**config.mk**
```make
export PLATFORM = sky130hd
export DESIGN_NAME = lcd_parallel_window_pixel_writer
export DESIGN_NICKNAME = d
export VERILOG_FILES = /design/src/hw/rtl/lpw_pkg.sv /design/src/hw/rtl/lpw_front.sv /design/src/hw/rtl/lpw_queue.sv /design/src/hw/rtl/lpw_back.sv /design/src/hw/rtl/lcd_parallel_window_pixel_writer.sv
export SDC_FILE = /design/constraint.sdc
export NUM_CORES = 1
export LEC_CHECK = 0
export BUFFER_PORTS_ARGS = -buffer_cell sky130_fd_sc_hd__buf_4
export CORE_ASPECT_RATIO = 0.8
export CORE_MARGIN = 2
export CORE_UTILIZATION = 35
export DETAILED_ROUTE_END_ITERATION = 8
export GPL_ROUTABILITY_DRIVEN = 0
export PLACE_DENSITY_LB_ADDON = 0.3
export SLEW_MARGIN = 20
export SYNTH_ARGS = -nofsm -noshare
export SYNTH_HDL_FRONTEND = slang
export SYNTH_SLANG_ARGS = --single-unit
```
**constraint.sdc**
```tcl
create_clock -name clk -period 4.5 [get_ports clk]
set_clock_uncertainty 0.1 [all_clocks]
set_input_delay 0.45 -clock clk [delete_from_list [all_inputs] [get_ports clk]]
set_output_delay 0.45 -clock clk [all_outputs]
set_load 0.005 [all_outputs]
```
**src/hw/rtl/lpw_pkg.sv**
```systemverilog
`default_nettype none
package lpw_pkg;

  typedef enum logic [1:0] {
    ACT_CMD    = 2'd0,
    ACT_DATA   = 2'd1,
    ACT_WINDOW = 2'd2,
    ACT_PIXEL  = 2'd3
  } action_t;

  localparam logic [7:0] CMD_COLUMN_ADDR = 8'h2A;
  localparam logic [7:0] CMD_ROW_ADDR    = 8'h2B;
  localparam logic [7:0] CMD_MEM_WRITE   = 8'h2C;

  localparam int STEP_W = 4;
  typedef logic [STEP_W-1:0] step_t;

  localparam step_t LAST_STEP_SINGLE = 4'd0;
  localparam step_t LAST_STEP_PIXEL  = 4'd1;
  localparam step_t LAST_STEP_WINDOW = 4'd10;

  // One classified request as it sits in the queue
  typedef struct packed {
    action_t     action;
    logic [7:0]  byte_value;
    logic [15:0] word0;   // x_start, or the pixel
    logic [15:0] word1;   // x_end
    logic [15:0] word2;   // y_start
    logic [15:0] word3;   // y_end
    step_t       last_step;
  } req_t;

endpackage
`default_nettype wire

```
**src/hw/rtl/lpw_front.sv**
```systemverilog
`default_nettype none
module lpw_front (
  input  wire logic          in_valid,
  input  wire logic [1:0]    in_action,
  input  wire logic [7:0]    in_byte_value,
  input  wire logic [15:0]   in_x_start,
  input  wire logic [15:0]   in_y_start,
  input  wire logic [15:0]   in_x_end,
  input  wire logic [15:0]   in_y_end,
  input  wire logic [15:0]   in_pixel,
  input  wire logic          q_full,
  output logic               in_ready,
  output logic               push,
  output lpw_pkg::req_t      push_req
);

  lpw_pkg::action_t act;

  assign act      = lpw_pkg::action_t'(in_action);
  assign in_ready = !q_full;
  assign push     = in_valid && !q_full;

  always_comb begin
    push_req            = '0;
    push_req.action     = act;
    push_req.byte_value = in_byte_value;
    unique case (act)
      lpw_pkg::ACT_CMD,
      lpw_pkg::ACT_DATA: begin
        push_req.last_step = lpw_pkg::LAST_STEP_SINGLE;
      end
      lpw_pkg::ACT_WINDOW: begin
        push_req.word0     = in_x_start;
        push_req.word1     = in_x_end;
        push_req.word2     = in_y_start;
        push_req.word3     = in_y_end;
        push_req.last_step = lpw_pkg::LAST_STEP_WINDOW;
      end
      lpw_pkg::ACT_PIXEL: begin
        push_req.word0     = in_pixel;
        push_req.last_step = lpw_pkg::LAST_STEP_PIXEL;
      end
      default: begin
        push_req.last_step = lpw_pkg::LAST_STEP_SINGLE;
      end
    endcase
  end

endmodule
`default_nettype wire

```
**src/hw/rtl/lpw_queue.sv**
```systemverilog
`default_nettype none
module lpw_queue #(
  parameter int DEPTH = 2
) (
  input  wire logic          clk,
  input  wire logic          rst_n,
  input  wire logic          push,
  input  wire lpw_pkg::req_t push_req,
  input  wire logic          pop,
  output logic               full,
  output logic               head_valid,
  output lpw_pkg::req_t      head_req
);

  localparam int PTR_W = (DEPTH > 1) ? $clog2(DEPTH) : 1;
  localparam int CNT_W = $clog2(DEPTH + 1);
  localparam logic [PTR_W-1:0] PTR_LAST = PTR_W'(DEPTH - 1);
  localparam logic [CNT_W-1:0] CNT_FULL = CNT_W'(DEPTH);

  lpw_pkg::req_t    mem_r [DEPTH];
  logic [PTR_W-1:0] wr_ptr_r, wr_ptr_nxt;
  logic [PTR_W-1:0] rd_ptr_r, rd_ptr_nxt;
  logic [CNT_W-1:0] cnt_r, cnt_nxt;

  assign full       = (cnt_r == CNT_FULL);
  assign head_valid = (cnt_r != '0);
  assign head_req   = mem_r[rd_ptr_r];

  always_comb begin
    wr_ptr_nxt = wr_ptr_r;
    rd_ptr_nxt = rd_ptr_r;
    cnt_nxt    = cnt_r;
    if (push) begin
      wr_ptr_nxt = (wr_ptr_r == PTR_LAST) ? '0 : wr_ptr_r + 1'b1;
    end
    if (pop) begin
      rd_ptr_nxt = (rd_ptr_r == PTR_LAST) ? '0 : rd_ptr_r + 1'b1;
    end
    if (push && !pop) begin
      cnt_nxt = cnt_r + 1'b1;
    end else if (pop && !push) begin
      cnt_nxt = cnt_r - 1'b1;
    end
  end

  always_ff @(posedge clk) begin
    if (!rst_n) begin
      wr_ptr_r <= '0;
      rd_ptr_r <= '0;
      cnt_r    <= '0;
    end else begin
      wr_ptr_r <= wr_ptr_nxt;
      rd_ptr_r <= rd_ptr_nxt;
      cnt_r    <= cnt_nxt;
    end
  end

  always_ff @(posedge clk) begin
    if (push) begin
      mem_r[wr_ptr_r] <= push_req;
    end
  end

endmodule
`default_nettype wire

```
**src/hw/rtl/lpw_back.sv**
```systemverilog
`default_nettype none
module lpw_back (
  input  wire logic          clk,
  input  wire logic          rst_n,
  input  wire logic          head_valid,
  input  wire lpw_pkg::req_t head_req,
  output logic               pop,
  output logic               out_valid,
  input  wire logic          out_ready,
  output logic               out_is_data,
  output logic [7:0]         out_bus_byte,
  output logic               out_last
);

  lpw_pkg::step_t step_r, step_nxt;
  logic           out_valid_r, out_valid_nxt;
  logic           is_data_r;
  logic [7:0]     bus_byte_r;
  logic           last_r;

  logic           fire;
  logic           at_last;
  logic           sel_is_data;
  logic [7:0]     sel_byte;

  assign fire    = head_valid && (!out_valid_r || out_ready);
  assign at_last = (step_r == head_req.last_step);
  assign pop     = fire && at_last;

  // Pick the bus byte for the current step of the head request
  always_comb begin
    sel_is_data = 1'b1;
    sel_byte    = head_req.byte_value;
    unique case (head_req.action)
      lpw_pkg::ACT_CMD: begin
        sel_is_data = 1'b0;
      end
      lpw_pkg::ACT_DATA: begin
        sel_is_data = 1'b1;
      end
      lpw_pkg::ACT_PIXEL: begin
        sel_byte = (step_r == '0) ? head_req.word0[15:8] : head_req.word0[7:0];
      end
      lpw_pkg::ACT_WINDOW: begin
        unique case (step_r)
          4'd0: begin
            sel_is_data = 1'b0;
            sel_byte    = lpw_pkg::CMD_COLUMN_ADDR;
          end
          4'd1:    sel_byte = head_req.word0[15:8];
          4'd2:    sel_byte = head_req.word0[7:0];
          4'd3:    sel_byte = head_req.word1[15:8];
          4'd4:    sel_byte = head_req.word1[7:0];
          4'd5: begin
            sel_is_data = 1'b0;
            sel_byte    = lpw_pkg::CMD_ROW_ADDR;
          end
          4'd6:    sel_byte = head_req.word2[15:8];
          4'd7:    sel_byte = head_req.word2[7:0];
          4'd8:    sel_byte = head_req.word3[15:8];
          4'd9:    sel_byte = head_req.word3[7:0];
          default: begin
            sel_is_data = 1'b0;
            sel_byte    = lpw_pkg::CMD_MEM_WRITE;
          end
        endcase
      end
      default: begin
        sel_is_data = 1'b1;
      end
    endcase
  end

  always_comb begin
    step_nxt      = step_r;
    out_valid_nxt = out_valid_r;
    if (fire) begin
      out_valid_nxt = 1'b1;
      step_nxt      = at_last ? '0 : step_r + 1'b1;
    end else if (out_ready) begin
      out_valid_nxt = 1'b0;
    end
  end

  always_ff @(posedge clk) begin
    if (!rst_n) begin
      step_r      <= '0;
      out_valid_r <= 1'b0;
    end else begin
      step_r      <= step_nxt;
      out_valid_r <= out_valid_nxt;
    end
  end

  // Hold the presented byte until the transaction completes
  always_ff @(posedge clk) begin
    if (fire) begin
      is_data_r  <= sel_is_data;
      bus_byte_r <= sel_byte;
      last_r     <= at_last;
    end
  end

  assign out_valid    = out_valid_r;
  assign out_is_data  = is_data_r;
  assign out_bus_byte = bus_byte_r;
  assign out_last     = last_r;

endmodule
`default_nettype wire

```
**src/hw/rtl/lcd_parallel_window_pixel_writer.sv**
```systemverilog
`default_nettype none
// The first bus byte of a request is registered in the request queue and then in the output register.
// The output register presents one bus byte per cycle while out_ready stays high; command and data
// give one byte, a pixel two bytes and a window eleven bytes.
// A request queue of QUEUE_DEPTH entries lets new requests in while the sequencer is busy.
// Reset (synchronous, active low) empties the queue and drops any presented byte.
module lcd_parallel_window_pixel_writer #(
  parameter int QUEUE_DEPTH = 2
) (
  input  wire logic        clk,
  input  wire logic        rst_n,
  input  wire logic        in_valid,
  output logic             in_ready,
  input  wire logic [1:0]  in_action,
  input  wire logic [7:0]  in_byte_value,
  input  wire logic [15:0] in_x_start,
  input  wire logic [15:0] in_y_start,
  input  wire logic [15:0] in_x_end,
  input  wire logic [15:0] in_y_end,
  input  wire logic [15:0] in_pixel,
  output logic             out_valid,
  input  wire logic        out_ready,
  output logic             out_is_data,
  output logic [7:0]       out_bus_byte,
  output logic             out_last
);

  logic          push;
  logic          pop;
  logic          q_full;
  logic          head_valid;
  lpw_pkg::req_t push_req;
  lpw_pkg::req_t head_req;

  lpw_front u_front (
    .in_valid      (in_valid),
    .in_action     (in_action),
    .in_byte_value (in_byte_value),
    .in_x_start    (in_x_start),
    .in_y_start    (in_y_start),
    .in_x_end      (in_x_end),
    .in_y_end      (in_y_end),
    .in_pixel      (in_pixel),
    .q_full        (q_full),
    .in_ready      (in_ready),
    .push          (push),
    .push_req      (push_req)
  );

  lpw_queue #(
    .DEPTH (QUEUE_DEPTH)
  ) u_queue (
    .clk        (clk),
    .rst_n      (rst_n),
    .push       (push),
    .push_req   (push_req),
    .pop        (pop),
    .full       (q_full),
    .head_valid (head_valid),
    .head_req   (head_req)
  );

  lpw_back u_back (
    .clk          (clk),
    .rst_n        (rst_n),
    .head_valid   (head_valid),
    .head_req     (head_req),
    .pop          (pop),
    .out_valid    (out_valid),
    .out_ready    (out_ready),
    .out_is_data  (out_is_data),
    .out_bus_byte (out_bus_byte),
    .out_last     (out_last)
  );

endmodule
`default_nettype wire

```
==> reports/metrics.yaml <==
clock_tree:
  cts.sinks: 172
  holdBufCountCts: 0
  cts_resized: 0
  clock_path_buffers: 2
  post_cts.repair.setup_buffers: 0
  clk_pin_slew_ps: 70
  numCtsBuffers: 17
  tritoncts: "done"
  root_buffer: "clkbuf_16"
  clkLatencyLatePin_ps: 420
  cts.htree.levels: 4
timing:
  period_share_pct: 60.10
  finalSetupTns_ps: 0
  rsz0062_at_grt: "false"
  worst_slew_pin_slew_ps: 1036
  holdWs_ps: 115.3
  fmax_ghz: 0.3697
  setup_slack_ps: 1795
  finalSetupViolations: 0
  relSlewSlack_pct: 30.96
  report.final.slew_viol_count: 0
  finalCriticalPeriod_ps: 2705
  hold_viol: 0
grt:
  antenna_found_initial: 0
  grt_usage_pct: 15.18
  grt_max_degree: 78
  grt_pass1_vias: 4666
  grt_first_pass_wirelength_mm: 25.56
  overflow: 0
hold_path:
  holdCritPathClass: "primary input to flop"
  min_delay_path_depth: 1
synthesis:
  synth_area_leaders: "edfxtp_1 (64%), mux2i_1 (12%), and2_1 (4.5%)"
  ys_warn_count: 0
  yosysMostFrequentCell: "edfxtp_1"
  syn-num-nets: 608
  synth_cell_types: 48
  ys_ff_latch: 172
  synthCells: 509
  synth_ff_type: "edfxtp_1"
  ys_seq_area_share_pct: 66.83
  synth_common_cells: "edfxtp_1 (162), mux2i_1 (91), and2_1 (55), o22ai_1 (30), nor2b_1 (20)"
  synth_top_cell_area_share_pct: 64.19
  synth_edf_count: 162
  async_flop_share_pct: 0
  syn_area_per_cell_um2: 14.89
  synth_top_area_cell: "edfxtp_1"
  synth_area_um2: 7579
layout:
  layout-drive-gt1-share_pct: 24.52
  fin_nets: 711
  area_growth_pct: 21.58
  finish.instance_area_um2: 9214
  utilization_pct: 43.09
  instances_no_fill: 899
  fill_cells: 1960
  antenna_cells: 0
placement:
  port_buffers: 105
  dp_hpwl_mm: 11.94
  place_area_um2: 8606
  dp_slack_ps: 1789
  dp.cells: 868
setup_path:
  r2r_cells: 6
  worstSetupPathType: "flop to flop"
  worstPathArrival_ps: 2950
  worstPathMaxFanout: 56
  crit_required_ps: 4750
  cp-end-kind: "flop"
  cp-start-kind: "flop"
flow_run:
  cap_violations: 0
die:
  core_um2: 21380
  io_pins: 106
  die_h_um: 135.6
  start_util_pct: 35.45
  die_width_um: 168.5
  dieArea_um2: 22850
  rows: 48
drt:
  avgRoutedWirePerCell_um: 18.78
  vias_per_cell: 4.981
  wirelength_mm: 16.88
  first_pass_iters: 5
  ant_nets: 0
  via_count: 4478
  drc: 0
  drt_iter0_drc: 454
power:
  total_power_mw: 4.929
  p_leak_nw: 3.285
  p_per_area_nw_per_um2: 535.0
  peakVddDrop_v: 0.0002892
outcome:
  status: "completed"
==> final timing paths <==
| check | start | endpoint | slack (ps) |
|---|---|---|---|
| setup reg to reg | flop | u_queue.cnt_r[1] | 1800 |
| hold / removal | in_byte_value[2] | u_queue.mem_r[1][70] | 120 |
| hold reg to reg | u_queue.cnt_r[1] | u_queue.cnt_r[1] | 440 |
| setup / recovery | flop | u_queue.cnt_r[1] | 1800 |
==> kinds of logic (layout without fill, tap and decap cells) <==
| group | after synthesis | count (layout) | synth area share (%) |
|---|---|---|---|
| buffers and inverters | 36 | 151 | 2.675 |
| AND/OR/NAND/NOR | 129 | 129 | 10.15 |
| AO/OA/AOI/OAI | 65 | 65 | 5.944 |
| flip-flops | 172 | 172 | 66.83 |
| multiplexers | 95 | 95 | 12.76 |
| adder cells (fa/ha/maj) | 5 | 5 | 0.8255 |
| XOR/XNOR | 7 | 7 | 0.8090 |
==> worst max-delay path: stages, from the launching register on <==
cell       delay, ps
dfxtp_4          930
mux2i_1          310
mux2i_1          250
nand4bb_1        230
ha_1             290
or3_1            350
a21boi_0         170
==> flip-flops by register name, summed over array words and instances, names as in the netlist, named ones only <==
register             count
u_queue.mem_r          152
u_back.out_bus_byte      8
u_back.step_r            4
u_queue.cnt_r            2
u_back.out_is_data       1
u_back.out_last          1
u_back.out_valid         1
u_queue.rd_ptr_r         1
u_queue.wr_ptr_r         1
==> layout by cell type (no fill, tap or decap), types with 4 or more instances in the layout <==
cell / instances
buf_4: 112
and2_1: 55
o22ai_1: 30
o21ai_0: 6
edfxtp_1: 162
nand3b_1: 5
mux2i_1: 91
nor2_1: 10
nand2_1: 17
ha_1: 5
a21oi_1: 4
clkbuf_16: 17
nor4_1: 7
inv_1: 8
nor2b_1: 19
dfxtp_1: 9
o221ai_1: 7
inv_6: 4
xnor2_1: 5
==> area by class of cell <==
cell class | instances | area (µm²) | share of cell area (%)
sequential | 172 | 5069 | 55.01
multi-input combinational | 301 | 2322 | 25.20
timing repair buffer | 112 | 840.8 | 9.125
clock buffer | 17 | 425.4 | 4.617
tap | 275 | 344.1 | 3.734
clock inverter | 14 | 182.7 | 1.983
inverter | 8 | 30.03 | 0.3259
==> per-layer routing <==
layer / part of all wire (%) / wire (µm) / GRT usage [%]
met4: 1.3 / 221 / 4.598
met5: 0 / 0 / 0
met1: 45 / 7664 / 20.16
met2: 47 / 7966 / 24.42
met3: 6.1 / 1032 / 4.207
==> power by group <==
part / switching (mW) / internal, mW
clock: 0.624 / 0.884
combinational: 0.621 / 0.535
sequential: 0.188 / 2.08
(Power assumes the default switching activity.)
